## config.mk

```make
export PLATFORM = sky130hd
export DESIGN_NAME = rpns_queue
export DESIGN_NICKNAME = d
export VERILOG_FILES = /design/src/design/rpns_pkg.sv /design/src/design/rpns_queue.sv
export SDC_FILE = /design/constraint.sdc
export NUM_CORES = 1
export LEC_CHECK = 0
export BUFFER_PORTS_ARGS = -buffer_cell sky130_fd_sc_hd__buf_2
export CORE_MARGIN = 4
export CORE_UTILIZATION = 50
export DETAILED_ROUTE_END_ITERATION = 16
export PLACE_DENSITY = 0.8
export SLEW_MARGIN = 20
export SYNTH_ARGS = -nofsm -noshare
export SYNTH_HDL_FRONTEND = slang
export SYNTH_SLANG_ARGS = --single-unit
```

## constraint.sdc

```tcl
create_clock -name clk -period 7.85 [get_ports clk]
set_input_delay 0.785 -clock clk [delete_from_list [all_inputs] [get_ports clk]]
set_output_delay 0.785 -clock clk [all_outputs]
set_load 0.01 [all_outputs]
```

## src/design/rpns_pkg.sv

```systemverilog
package rpns_pkg;

    localparam int MAX_NODES = 1024;

    localparam int COORD_W = 32;
    localparam int DIR_W   = 16;
    localparam int DIST_W  = 31;
    localparam int IDX_W   = 10;
    localparam int DIR_FRAC = 14;

    localparam logic [IDX_W-1:0] IDX_CAP =
        (MAX_NODES > 1024) ? IDX_W'(1023) : IDX_W'(MAX_NODES - 1);

    localparam int S_TDATA_W = 208;
    localparam int M_TDATA_W = 16;

    localparam int QDEPTH = 4;
    localparam int QPTR_W = $clog2(QDEPTH);
    localparam int QCNT_W = QPTR_W + 1;

    localparam int D_W   = COORD_W + 1;
    localparam int M_W   = D_W + DIR_W;
    localparam int DOT_W = M_W + 2;
    localparam int E_W   = D_W + DIR_FRAC + 2;
    localparam int P_W   = 30;
    localparam int SQ_W  = 2 * P_W;
    localparam int SZ2_W = 2 * DIST_W;

    typedef enum logic {
        KIND_SETUP = 1'b0,
        KIND_NODE  = 1'b1
    } kind_t;

    typedef struct packed {
        kind_t                      kind;
        logic                       last;
        logic [IDX_W-1:0]           idx;
        logic signed [COORD_W-1:0]  px;
        logic signed [COORD_W-1:0]  py;
        logic signed [COORD_W-1:0]  pz;
        logic signed [DIR_W-1:0]    dir_x;
        logic signed [DIR_W-1:0]    dir_y;
        logic signed [DIR_W-1:0]    dir_z;
        logic [DIST_W-1:0]          val;
    } item_t;

endpackage

```

## src/design/rpns_queue.sv

```systemverilog
module rpns_queue
    import rpns_pkg::*;
(
    input  logic  clk,
    input  logic  rst_n,
    input  logic  push,
    input  item_t push_item,
    output logic  full,
    input  logic  pop,
    output item_t pop_item,
    output logic  empty
);

    item_t             mem_reg [QDEPTH];
    logic [QPTR_W-1:0] wr_ptr_reg;
    logic [QPTR_W-1:0] wr_ptr_next;
    logic [QPTR_W-1:0] rd_ptr_reg;
    logic [QPTR_W-1:0] rd_ptr_next;
    logic [QCNT_W-1:0] count_reg;
    logic [QCNT_W-1:0] count_next;

    assign full     = (count_reg == QCNT_W'(QDEPTH));
    assign empty    = (count_reg == '0);
    assign pop_item = mem_reg[rd_ptr_reg];

    always_comb
    begin
        wr_ptr_next = push ? wr_ptr_reg + 1'b1 : wr_ptr_reg;
        rd_ptr_next = pop ? rd_ptr_reg + 1'b1 : rd_ptr_reg;
        count_next  = count_reg;
        if (push && !pop)
        begin
            count_next = count_reg + 1'b1;
        end
        else if (pop && !push)
        begin
            count_next = count_reg - 1'b1;
        end
    end

    always_ff @(posedge clk or negedge rst_n)
    begin
        if (!rst_n)
        begin
            wr_ptr_reg <= '0;
            rd_ptr_reg <= '0;
            count_reg  <= '0;
        end
        else
        begin
            wr_ptr_reg <= wr_ptr_next;
            rd_ptr_reg <= rd_ptr_next;
            count_reg  <= count_next;
        end
    end

    always_ff @(posedge clk)
    begin
        if (push)
        begin
            mem_reg[wr_ptr_reg] <= push_item;
        end
    end

`ifndef ASSERT_OFF
    a_count_bound: assert property (@(posedge clk) disable iff (!rst_n)
        count_reg <= QCNT_W'(QDEPTH))
        else $error("queue count above depth");
    a_no_underflow: assert property (@(posedge clk) disable iff (!rst_n)
        (empty && !push) |=> empty)
        else $error("queue left empty without a push");
`endif

endmodule

```

# Yosys cells after proc, flatten, opt, wreduce, memory -nomap -nowiden
# Memories as Yosys holds them, arrays and structs flattened.
# Index checks and enable logic that the tools add are counted.
# word_totals
ff_bits,7
ramBits,748
input_bits,191
output_inout_bits,189
memories,1
# mem_list
name,depth,word_bits,rd,rd_ports_with_merged_regs,wr,line,rtl
mem_reg,4,187,1,0,1,rpns_queue.sv:14,item_t mem_reg [QDEPTH];
# classes
addsub,4
n_eq_ne,1
muxes,4
n_reduce_logical,6
# op_table
operator,n
3-bit two-way mux,2
"2-bit by 1-bit adder with 2-bit output, second input constant",2
"3-bit by 1-bit adder with 3-bit output, second input constant",1
"3-bit equality test, second input constant",1
3-bit zero test,1
"3-bit by 1-bit subtractor with 3-bit output, second input constant",1
1-bit logical AND,2
1-bit zero test,2
1-bit two-way mux,2
2-bit nonzero test,1

# Longest topological paths before layout
# logic_depth
word_depth,4
mapped_depth,7
mapped_depth_nobuf,7

# Worst setup path after synthesis
# No wires, ideal clock.
# synth_path
path_type,input port to flip-flop
from,input port push
to,"memory mem_reg[1][0] in the netlist's numbering, enable pin"
setup_ns,0.569
arrival_time_ns,5.033
required_time_ns,7.281
setup_slack_ns,2.248
cell_stages,1
path_buffers,0
cell_sequence,and2_1
# synth_between
elab_chain_len,2
# synth_rtl
item,line,rtl
start: declaration,rpns_queue.sv:6,"input logic push,"
1-bit two-way mux,rpns_queue.sv:59,if (push)
1-bit two-way mux (not written as such),rpns_queue.sv:61,mem_reg[wr_ptr_reg] <= push_item;
end: declaration,rpns_queue.sv:14,
# No other way between the ends.

==> impl_metrics.yaml <==
status:
  status: "completed"
logic_synthesis:
  yosysMostFrequentCell: "edfxtp_1"
  yosysTopAreaCellShare_pct: 82.12
  ys.flop_type: "edfxtp_1"
  yosysWarningCount: 0
  netlist_area_mm2: 0.02735
  yosysUniqueCellTypes: 18
  synthTopCellsByArea: "edfxtp_1 82%, mux4_2 15%, dfrtp_1 0.64%, buf_6 0.58%, buf_2 0.40%"
  syn_avg_cell_area_um2: 27.06
  ys_seq_area_share_pct: 82.76
  syn_inst: 1011
  yosys.area.top_type: "edfxtp_1"
  ys_async_sr_fraction_pct: 0.9272
  synth_edf_count: 748
  ys_ff_latch: 755
  synthTopCellsByCount: "748 x edfxtp_1, 187 x mux4_2, 22 x buf_2, 14 x buf_6, 7 x dfrtp_1"
  synth_nets: 1208
cts:
  worst_skew_pair.late_latency_ns: 0.60
  holdBufCountCts: 0
  numCtsBuffers: 76
  cts_htree_levels: 3
  clk_pin_slew_worst_paths_ns: 0.06
  clock-root-buffer: "clkbuf_16"
  cts_resized: 0
  post_cts_buffers: 0
  clock_path_buffers: 3
  tritoncts: "built"
  clock_sinks: 755
sta:
  fin_hold_ws_ns: 0.04427
  period_needed_ns: 3.889
  drv_slew: 0
  relSlewSlack_pct: 28.87
  tightest_slew_ns: 1.067
  tns_ns: 0
  fin_crit_sh_pct: 49.55
  setup_viol: 0
  fin_skew_ns: 0.02399
  rsz0062_at_grt: "false"
  max_freq_mhz: 257.1
  hold_violations: 0
global_route:
  grt_max_degree: 137
  grt.overflow.total: 0
  grt.busiest_layer: "met2"
  use_met1_pct: 23.96
  grt_util_met3_pct: 6.552
  grt_pass1_vias: 13030
  antenna_found_initial: 14
  grt_pass1_wl_mm: 81.43
  grtUsageTotal_pct: 18.29
  met2_usage_pct: 29.53
drt:
  final_antenna_net_count: 0
  viasPerCell: 5.496
  drcViolationCount: 0
  vias: 12080
  wl_per_cell_um: 24.21
  wirelength_mm: 53.20
  dr.first_iter.drc_count: 848
  first_pass_iters: 4
placed_design:
  gp_congestion: 0.7357
  port_buffers: 379
  hpwl_mm: 30.86
layout:
  area_growth_pct: 19.01
  filler_cell_count: 3710
  largest_reg_flops: 748
  drive_gt1_share_pct: 46.59
  layout.area.seq_mm2: 0.02264
  multiInputGateArea_mm2: 0.004422
  fin_util_pct: 60.25
  nets: 1631
critical_path:
  reg2reg_depth: 4
  crit_chain: "buf_12 > mux4_2 > buf_2"
  crit_path_max_incr_delay_ns: 1.00
  critical-path-slowest-cell: "dfrtp_4"
  cp-start-kind: "flop"
  crit_path_end_kind: "output port"
  cp_top_family: "flip-flops"
  worst-path-buf-inv: 2
  worstPathArrival_ns: 3.10
  worstSetupPathType: "flop to output port"
  crit_cells: 3
  crit_required_ns: 7.07
  crit_fanout: 129
power_and_ir_drop:
  p_leak_nw: 11.07
  powerDensity_mw_per_mm2: 385.2
  peakVddDrop_mv: 0.2726
  finalPower_w: 0.01254
floorplan:
  die_y_um: 241.9
  die_w_um: 241.9
  start_util_pct: 50.63
  row_count: 85
  ios: 380
  fp.dieArea_mm2: 0.05851
  design.core.area_mm2: 0.05403
run:
  maxCapViolCount: 0
hold_path:
  hold_class: "input pin to async pin"
cell families after synthesis:
logic type / share of synthesized area [%]
AO/OA/AOI/OAI: 0.01828
buffers and inverters: 1.116
AND/OR/NAND/NOR: 0.1784
flip-flops: 82.76
adder cells (fa/ha/maj): 0.3019
XOR/XNOR: 0.1921
multiplexers: 15.44
routing by layer:
| layer | vias to the layer above | share of wire [%] |
|---|---|---|
| met2 | 393 | 51 |
| met3 | 82 | 8.8 |
| met1 | 6318 | 39 |
| met4 | 18 | 1.8 |
| li1 | 5264 | - |
| met5 | - | 0.24 |
area by class of cell:
type / instances / share of cell area (%)
timing repair buffer: 387 / 6.253
sequential: 755 / 69.56
multi-input combinational: 210 / 13.58
inverter: 4 / 0.04612
clock buffer: 89 / 6.188
antenna: 5 / 0.03843
tap: 696 / 2.675
clock inverter: 51 / 1.657
report_power, final:
| group | total [W] | internal, W | leakage (nW) | switching (W) |
|---|---|---|---|---|
| logic | 0.00339 | 0.00153 | 2.86 | 0.00186 |
| clock network | 0.00364 | 0.00218 | 1.26 | 0.00146 |
| registers | 0.00552 | 0.00528 | 6.95 | 0.000239 |
| total | 0.0125 | 0.00898 | 11.1 | 0.00356 |
per-stage QoR:
step                      area (µm²)  worst slack [ns]  cells
after floorplan                27350             2.248   1011
after global placement         29980             4.593   2052
after detailed placement       29980             4.587   2052
after CTS                      32540             3.918   2192
after global routing           32550             3.862   2195
final                          32550             3.961   2197
cell usage in the layout, fill, tap and decap left out, drive strengths merged:
| master | n |
|---|---|
| nor2 | 1 |
| edfxtp | 748 |
| dfrtp | 7 |
| bufinv | 10 |
| ha | 5 |
| nor3b | 1 |
| clkinvlp | 2 |
| nand2 | 2 |
| clkinv | 35 |
| mux4 | 187 |
| inv | 8 |
| nor3 | 1 |
| xnor2 | 2 |
| fa | 1 |
| and2 | 4 |
| o21ai | 1 |
| mux2 | 1 |
| buf | 387 |
| clkbuf | 89 |
| diode | 5 |
| xor2 | 4 |
path summary, 6_finish.rpt:
kind	startpoint	endpoint	slack, ns
worst max-delay path	rd_ptr_reg[1]	pop_item[38]	3.96
min in group clk	push_item[141]	mem_reg[1][141]	0.39
worst max register to register	wr_ptr_reg[0]	mem_reg[2][13]	5.13
worst min register to register	count_reg[2]	count_reg[2]	0.50
worst min-delay path	rst_n	count_reg[0]	0.04
max in group asynchronous	rst_n	rd_ptr_reg[0]	7.57
No activity file was read; power rests on OpenSTA's default activity.
