`config.mk`:
```
export PLATFORM = sky130hd
export DESIGN_NAME = rpns_front
export DESIGN_NICKNAME = d
export VERILOG_FILES = /design/src/design/rpns_pkg.sv /design/src/design/rpns_front.sv
export SDC_FILE = /design/constraint.sdc
export NUM_CORES = 1
export LEC_CHECK = 0
export ABC_AREA = 1
export ABC_CLOCK_PERIOD_IN_PS = 1400
export BUFFER_PORTS_ARGS = -buffer_cell sky130_fd_sc_hd__buf_2
export CAP_MARGIN = 20
export CORE_AREA = 2 2 156 158
export DETAILED_ROUTE_END_ITERATION = 7
export DIE_AREA = 0 0 158 160
export PLACE_DENSITY_LB_ADDON = 0.25
export SLEW_MARGIN = 15
export SYNTH_ARGS = -nofsm -noshare
export SYNTH_HDL_FRONTEND = slang
export SYNTH_SLANG_ARGS = --single-unit
```
`constraint.sdc`:
```
create_clock -name clk -period 1.4 [get_ports clk]
set_input_delay 0.21 -clock clk [delete_from_list [all_inputs] [get_ports clk]]
set_output_delay 0.21 -clock clk [all_outputs]
set_load 0.1 [all_outputs]
```
`src/design/rpns_pkg.sv`:
```
package rpns_pkg;

    localparam int MAX_NODES = 1024;

    localparam int COORD_W = 32;
    localparam int DIR_W   = 16;
    localparam int DIST_W  = 31;
    localparam int IDX_W   = 10;
    localparam int DIR_FRAC = 14;

    localparam logic [IDX_W-1:0] IDX_CAP =
        (MAX_NODES > 1024) ? IDX_W'(1023) : IDX_W'(MAX_NODES - 1);

    localparam int S_TDATA_W = 208;
    localparam int M_TDATA_W = 16;

    localparam int QDEPTH = 4;
    localparam int QPTR_W = $clog2(QDEPTH);
    localparam int QCNT_W = QPTR_W + 1;

    localparam int D_W   = COORD_W + 1;
    localparam int M_W   = D_W + DIR_W;
    localparam int DOT_W = M_W + 2;
    localparam int E_W   = D_W + DIR_FRAC + 2;
    localparam int P_W   = 30;
    localparam int SQ_W  = 2 * P_W;
    localparam int SZ2_W = 2 * DIST_W;

    typedef enum logic {
        KIND_SETUP = 1'b0,
        KIND_NODE  = 1'b1
    } kind_t;

    typedef struct packed {
        kind_t                      kind;
        logic                       last;
        logic [IDX_W-1:0]           idx;
        logic signed [COORD_W-1:0]  px;
        logic signed [COORD_W-1:0]  py;
        logic signed [COORD_W-1:0]  pz;
        logic signed [DIR_W-1:0]    dir_x;
        logic signed [DIR_W-1:0]    dir_y;
        logic signed [DIR_W-1:0]    dir_z;
        logic [DIST_W-1:0]          val;
    } item_t;

endpackage

```
`src/design/rpns_front.sv`:
```
module rpns_front
    import rpns_pkg::*;
(
    input  logic                 clk,
    input  logic                 rst_n,
    input  logic                 s_axis_tvalid,
    output logic                 s_axis_tready,
    input  logic [S_TDATA_W-1:0] s_axis_tdata,  // px, py, pz, dir_x, dir_y, dir_z, max_dist, node_size
    input  logic                 s_axis_tuser,  // kind
    input  logic                 s_axis_tlast,
    output logic                 push,
    output item_t                push_item,
    input  logic                 full
);

    logic [IDX_W-1:0] cnt_reg;
    logic [IDX_W-1:0] cnt_next;
    kind_t            kind;

    assign kind          = kind_t'(s_axis_tuser);
    assign s_axis_tready = !full;
    assign push          = s_axis_tvalid && !full;

    always_comb
    begin
        push_item.kind  = kind;
        push_item.last  = s_axis_tlast;
        push_item.idx   = cnt_reg;
        push_item.px    = s_axis_tdata[31:0];
        push_item.py    = s_axis_tdata[63:32];
        push_item.pz    = s_axis_tdata[95:64];
        push_item.dir_x = s_axis_tdata[111:96];
        push_item.dir_y = s_axis_tdata[127:112];
        push_item.dir_z = s_axis_tdata[143:128];
        push_item.val   = (kind == KIND_SETUP) ? s_axis_tdata[174:144] : s_axis_tdata[205:175];
    end

    always_comb
    begin
        cnt_next = cnt_reg;
        if (push)
        begin
            if (kind == KIND_SETUP)
            begin
                cnt_next = '0;
            end
            else if (cnt_reg < IDX_CAP)
            begin
                cnt_next = cnt_reg + 1'b1;
            end
        end
    end

    always_ff @(posedge clk or negedge rst_n)
    begin
        if (!rst_n)
        begin
            cnt_reg <= '0;
        end
        else
        begin
            cnt_reg <= cnt_next;
        end
    end

`ifndef ASSERT_OFF
    a_cnt_cap: assert property (@(posedge clk) disable iff (!rst_n)
        cnt_reg <= IDX_CAP)
        else $error("node counter past cap");
`endif

endmodule

```
==> After elaboration in Yosys (flattened, before gate mapping) <==
Index checks and enable logic that the tools add are counted.
{ "totals": {"inputBits": 214, "output_inout_bits": 189, "latch_bits": 0, "ff_bits": 10, "mem_count": 0, "ram_bits": 0, "romBits": 0} }
{ "op_classes": {"order_cmp": 1, "bitwise_logic": 0, "shift": 0, "muxes": 3, "add_sub_neg": 1, "n_eq_ne": 1, "reduce_logical": 3, "div_mod_pow": 0, "multipliers": 0} }
{ "ops": {"columns": ["operator", "n"], "rows": [
  ["$mux 31", 1],
  ["$mux 10", 2],
  ["$add 10x1->10 const B", 1],
  ["$lt 10x10->1 const B", 1],
  ["$ne 2x1->1 const B", 1],
  ["$reduce_and 2->1", 1],
  ["$logic_and 1x1->1", 1],
  ["$logic_not 1->1", 1]
]} }

==> Depth between registers and ports, before layout <==
Gate-level depths: netlist of the first run.
{ "depth": {"ltp_word": 3, "ltp_mapped": 8} }

==> Worst setup path before layout of the first run <==
No wires, ideal clock.
{ "synth_path": {"kind": "input -> register", "startpoint": "input port s_axis_tvalid", "endpoint": "register cnt_reg[2]", "setup_ps": 125, "t_arrival_ps": 2167, "cell_stages": 6, "n_path_buf": 1, "path_slack_ps": -892, "required_ps": 1275, "cell_sequence": "inv_1 > nor2_1 > nand2_4 > buf_12 > nand2_1 > o21ai_2"} }
{ "synth_between": {"elab_chain_len": 2} }
{ "synth_rtl": {"columns": ["item", "line_no", "rtl"], "rows": [
  ["from (decl)", "rpns_front.sv:6", "input logic s_axis_tvalid,"],
  ["$logic_and 1x1->1", "rpns_front.sv:22", "assign push = s_axis_tvalid && !full;"],
  ["via push", "rpns_front.sv:11", "output logic push,"],
  ["$reduce_and 2->1 (no source line)", null, null],
  ["to (signal assigned)", "rpns_front.sv:62", "cnt_reg <= cnt_next;"],
  ["to (decl)", "rpns_front.sv:16", "logic [IDX_W-1:0] cnt_reg;"]
]} }
The timed path passes the listed nets, and every way through them passes these cells.
A chain may end at the register's enable or synchronous reset.

==> Worst setup path after layout of the first run <==
{ "layout_path": {"startpoint": "register cnt_reg[9]", "endpoint": "output port push_item[184] in the netlist's numbering"} }
{ "layout_rtl": {"columns": ["item", "line_no", "rtl"], "rows": [
  ["to (decl)", "rpns_front.sv:12", "output item_t push_item,"]
]} }
No word-level cell between the ends.

==> reports/qor.txt, run 1 <==
Buffers on Ports - 110
Register-to-Register Path Depth - 7
FF+latch count, synth - 10
layout cells sized above 1 - 58.25%
CP startpoint kind - flip-flop
H-tree levels - 1
top_reg_cell synth - dfrtp_1
crit share post-route - 94.37%
area taken by multi-input logic gates - 873.3 um2
placed cell areas - 2775 um2
status - completed
PD cells - 781.0 nW/um2
Critical Path AT - 1.11 ns
Rel. slew slack - 67.63%
synthesized area per cell - 6.337 um2
Worst R2R Start - cnt_reg[1]
post-route ant nets - 0
Worst-Margin Slew - 0.4890 ns
YS warnings - 0
CTS tree - yes
initial antenna violation count - 0
CTS Sinks - 10
clk_lat worst skew - 0.24 ns
fill cell count - 2800
full die area - 25280 um2
Leak Pwr - 1.305 nW
DP Wirelength - 6232 um
largest net degree at the start of global routing - 40
Mapped Cells - 340
post-synth cell types - 22
Clk network pwr share - 22.9%
Area growth, synth to finish - 34.79%
Final Instance Area - 2904 um2
Int Pwr - 0.001179 W
GPL Wtd Cong - 0.6848
Clock Root Buffer - clkbuf_16
initial core utilization - 9.045%
async set-reset flop share out of synthesis - 100.0%
Synth area leaders - buf_4, nand2_1, dfrtp_1, inv_1, nand3_1
sequential cell area - 275.3 um2
Worst IR Drop VDD - 329.3 uV
CP bufs+invs - 1
RSZ-0062 raised after global routing - false
Slew Viols, Final - 0
Yosys top cell by area - buf_4
IO Count - 403
worst slack at placement - 0.05041 ns
Setup violations, final - 0
Core ar. - 23820 um2
combinational share of power - 62.6%
Fin Clk Skew - 0.002345 ns
r2r setup slk - 0.09 ns
Via Count - 1770
Worst Path Required - 1.19 ns
worst path cell trace - buf_2
Final WS setup - 0.07883 ns
setup_tns - 0 ns
Routed WL per cell - 11.88 um
Post-Syn Area - 2155 um2
Longest Clk Path Bufs - 2
TritonRoute pass-1 iters - 8
CP max stage cell - buf_2
final hold viol count - 0
Net Sw Power - 0.001089 W
global-route wire length before repair - 10870 um
sw frac - 48.04%
Final nets - 526
Num CTS Buffers - 3
min cycle time layout - 1.321 ns
Remaining DRCs - 0
worst hold slack - 0.3716 ns
gr ovfl total - 0
# rows - 57
Worst path max stage delay - 0.45 ns
Die W - 158 um
routed wire length - 7523 um
initial DRC count - 58
Total Routing Usage GR - 5.732%
Post-synth EDFFs - 0
CP top delay family - buffers and inverters
Hold Crit Class - in2async
top cell type's share of synthesized area - 50.87%
vias in the first global route - 1858
critical path type - reg2out
Util after Layout - 12.19%
CP max FO - 6
Die Ht - 160 um
maximum clock rate - 756.9 MHz
max reg flops - 10
total of max-cap violations - 0
CTS clk-pin slew, worst paths - 0.04 ns
nature of the critical path endpoint - output pin
Antenna diodes - 0
Vias per Instance - 2.796
Seq pwr share - 14.5%
sequential-to-total area share from yosys stat - 11.61%
R2R Path End - cnt_reg[8]
Post-Syn Nets - 555
==> cell families (layout without fill, tap and decap cells) <==
group / after synthesis / count (layout) / share of synthesized area [%]
AO/OA/AOI/OAI: 16 / 16 / 4.820
flip-flops: 10 / 10 / 11.61
AND/OR/NAND/NOR: 148 / 149 / 27.99
buffers and inverters: 165 / 133 / 54.99
adder cells (fa/ha/maj): 1 / 1 / 0.5806
==> metrics by stage <==
step | std cells | power [W]
after detailed placement | 628 | 0.001764
after global placement | 628 | 0.001766
final | 633 | 0.002268
after CTS | 632 | 0.002292
after floorplan | 340 | 0.003130
after global routing | 633 | 0.002364
==> worst reg2reg max path, stage by stage, from the launching register on <==
cell and delay (ns):
dfrtp_4 0.48, ha_4 0.19, nand2_4 0.09, nor2_4 0.05
nand3_4 0.14, nand2_8 0.11, nor2_4 0.10, nor2_2 0.03
==> cells in the final DEF (no fill, tap or decap), drive strengths merged <==
master       instances
clkbuf               3
a21oi                2
nor2                11
dfrtp               10
nand3                9
dlygate4sd3          1
a31oi                1
inv                 11
buf                118
o21bai               3
nand3b               1
nand2              128
ha                   1
o21ai               10
==> power by group through the flow <==
stage / combinational, W / clock (W) / sequential (W)
CTS: 0.00144 / 0.000527 / 0.000329
detailed placement: 0.00143 / 0 / 0.000334
global route: 0.00149 / 0.000543 / 0.000332
floorplan: 0.00270 / 0 / 0.000434
finish: 0.00142 / 0.000519 / 0.000329
global placement: 0.00143 / 0 / 0.000334
==> metal layers <==
| metal | GRT usage [%] | vias to the layer above | wire [um] |
|---|---|---|---|
| met1 | 5.354 | 706 | 2404 |
| li1 | - | 827 | - |
| met4 | 4.054 | 2 | 520 |
| met5 | 1.389 | - | 17 |
| met3 | 3.853 | 66 | 1207 |
| met2 | 8.794 | 169 | 3374 |
==> Yosys cell counts (2+ instances only) <==
library cell / n
buf_4: 146
nand2_1: 125
inv_1: 11
dfrtp_1: 10
nor2_1: 8
nand3_1: 7
o21ai_0: 6
o21ai_2: 4
buf_1: 3
clkbuf_1: 3
o21bai_1: 3
a21oi_1: 2
nand3_2: 2
nor2_2: 2
==> worst max-delay path by stage <==
stage               startpoint             end  slack, ns  cells past startpoint
floorplan           cnt_reg[1]      cnt_reg[2]      -0.18                      8
global placement    cnt_reg[1]      cnt_reg[2]       0.06                      7
detailed placement  cnt_reg[1]      cnt_reg[5]       0.05                      6
CTS                 cnt_reg[1]      cnt_reg[4]       0.04                      7
global route        cnt_reg[1]      cnt_reg[4]       0.01                      7
finish              cnt_reg[9]  push_item[184]       0.08                      1
==> layout make-up <==
type | instances | share of cell area, %
Multi-Input combinational cell | 166 | 30.07
Timing Repair Buffer | 119 | 42.48
Sequential cell | 10 | 9.479
Tap cell | 324 | 13.96
Clock buffer | 3 | 2.585
Inverter | 11 | 1.422
==> timing repair <==
action | 4_1_cts | 5_1_grt
resized for setup | 2 | 4
hold buffers | 1 | 0
buffers inserted | 0 | 0
endpoints found under the setup margin | 2 | 10
pin swaps | 0 | 2
gates cloned | 0 | 1
endpoints found under the hold margin | 10 | 0
Power figures use the tool's default switching activity.
==> run 2, diff against run 1 <==
- MAX_ROUTING_LAYER: unset -> met4
==> run 2 against run 1 <==
Fmax hardly changed. Register-to-register slack hardly changed. Die area stayed put. Sequential cell count stayed put. Global-route usage is 0.17 points higher. Combinational power hardly changed. Via count stayed put. Clock-buffer cell count stayed put. Cell area stayed put. Hold slack better by 0.00062 ns. Sequential share of layout area stayed put. First-iteration DRC count is 12% lower. Largest cell class unchanged.
==> reports/qor.txt, run 2 (synthesis results as in run 1) <==
max reg flops - 10 (unchanged)
# Post-CTS Setup Buffers - 0 (unchanged)
PD cells - 780.3 nW/um2 (about the same)
largest net degree at the start of global routing - 40 (unchanged)
GR Layer Usage met1 - 5.486% (+0.13 points)
Die W - 158 um (unchanged)
vias in the first global route - 1848 (-0.54%)
full die area - 25280 um2 (unchanged)
CP startpoint kind - flip-flop
setup_tns - 0 ns (unchanged)
TritonRoute pass-1 iters - 7 (-1)
CTS Sinks - 10 (unchanged)
commonest non-fill, non-tap cell in the layout - nand2_1
GPL Wtd Cong - 0.6919 (+1.0%)
Hold Crit Class - in2async
status - completed
nature of the critical path endpoint - output pin
total of max-cap violations - 0 (unchanged)
IO Count - 403 (unchanged)
Finished Layout Cells - 633 (unchanged)
commonest cells after routing, fill and taps aside - nand2_1, buf_2, buf_12, nand2_2, inv_1
DP Wirelength - 6232 um (unchanged)
GRT Max-Usage Layer - met2
post-route ant nets - 0 (unchanged)
# rows - 57 (unchanged)
Routed WL per cell - 11.87 um (-0.16%)
CP max stage cell - buf_2
global-route wire length before repair - 10870 um (unchanged)
CP bufs+invs - 1 (unchanged)
CTS clk-pin slew, worst paths - 0.04 ns (about the same)
Antenna diodes - 0 (unchanged)
Worst Path Required - 1.19 ns (about the same)
critical path type - reg2out
Slew Viols, Final - 0 (unchanged)
clk_lat worst skew - 0.24 ns (about the same)
Inst Count DP - 628 (unchanged)
Remaining DRCs - 0 (unchanged)
gr ovfl total - 0 (unchanged)
Via Count - 1770 (unchanged)
Final nets - 526 (unchanged)
RSZ-0062 raised after global routing - false
Num CTS Buffers - 3 (unchanged)
layout cells sized above 1 - 58.25% (unchanged)
CP max FO - 6 (unchanged)
Rel. slew slack - 67.63% (unchanged)
M2 GR Usage - 8.794% (unchanged)
maximum clock rate - 756.7 MHz (about the same)
initial antenna violation count - 0 (unchanged)
Clock Root Buffer - clkbuf_16
placed cell areas - 2775 um2 (unchanged)
routed wire length - 7511 um (-0.16%)
final hold viol count - 0 (unchanged)
r2r setup slk - 0.09 ns (about the same)
Setup violations, final - 0 (unchanged)
Fin Clk Skew - 0.001591 ns (-0.0007541 ns)
GR Util met3 - 3.826% (-0.027 points)
PnR Total Power - 0.002266 W (about the same)
initial DRC count - 51 (-12%)
Vias per Instance - 2.796 (unchanged)
min cycle time layout - 1.322 ns (+0.0004040 ns)
Worst path max stage delay - 0.45 ns (about the same)
worst path cell trace - buf_2
Levels on crit path - 1 (unchanged)
Worst-Margin Slew - 0.4890 ns (unchanged)
Critical Path AT - 1.11 ns (about the same)
crit share post-route - 94.40% (about the same)
CTS tree - yes
Longest Clk Path Bufs - 2 (unchanged)
Final Instance Area - 2904 um2 (unchanged)
Register-to-Register Path Depth - 7 (unchanged)
Buffers on Ports - 110 (unchanged)
fill cell count - 2800 (unchanged)
Area growth, synth to finish - 34.79% (unchanged)
CP top delay family - buffers and inverters
Total Routing Usage GR - 5.899% (+0.17 points)
Worst IR Drop VDD - 329.3 uV (about the same)
Die Ht - 160 um (unchanged)
initial core utilization - 9.045% (unchanged)
H-tree levels - 1 (unchanged)
Leak Pwr - 1.305 nW (unchanged)
Core ar. - 23820 um2 (unchanged)
## run 2: cell counts in the layout (fill, tap and decap cells not counted)
No cell type changed its count.
## run 2: timing repair
action	4_1_cts	5_1_grt
endpoints found under the hold margin	10	0
gates resized for setup	2	4
cloned	0	1
hold buffers	1	0
pin swaps	0	2
endpoints found under the setup margin	2	10
## run 2: final timing paths
| kind | start | end |
|---|---|---|
| worst max-delay path | cnt_reg[9] | push_item[184] |
| worst min-delay path | rst_n | cnt_reg[4] |
| worst max register to register | cnt_reg[1] | cnt_reg[8] |
| worst min register to register | cnt_reg[7] | cnt_reg[7] |
| max in group asynchronous | rst_n | cnt_reg[0] |
| min in group clk | full | cnt_reg[5] |
## run 2: per-stage QoR
stage	hold slack, ns	setup slack (ns)	utilization (%)
after floorplan	-0.08559	-0.1782	-
after global placement	0.09816	0.05922	11.65
after detailed placement	0.1011	0.05041	11.65
after CTS	0.3881	0.04102	12.03
after global routing	0.4126	0.01034	12.19
final	0.3722	0.07843	12.19
## run 2: report_power, final
part	internal (W)	switching [W]	leakage, nW
Sequential	0.000310	0.0000186	0.120
Combinational	0.000497	0.000923	1.15
Clock	0.000372	0.000146	0.0370
## run 2: cell type report
| class | count | area [um2] | share of cell area [%] |
|---|---|---|---|
| multi-input combinational | 166 | 873.3 | 30.07 |
| timing repair buffer | 119 | 1234 | 42.48 |
| sequential | 10 | 275.3 | 9.479 |
| tap | 324 | 405.4 | 13.96 |
| clock buffer | 3 | 75.07 | 2.585 |
| inverter | 11 | 41.29 | 1.422 |
## run 2: routing by layer
| layer | share of wire [%] | wire (um) | up-vias |
|---|---|---|---|
| li1 | - | - | 827 |
| met1 | 33 | 2454 | 706 |
| met2 | 45 | 3355 | 163 |
| met3 | 16 | 1188 | 74 |
| met4 | 6.8 | 513 | 0 |
| met5 | 0 | 0 | - |
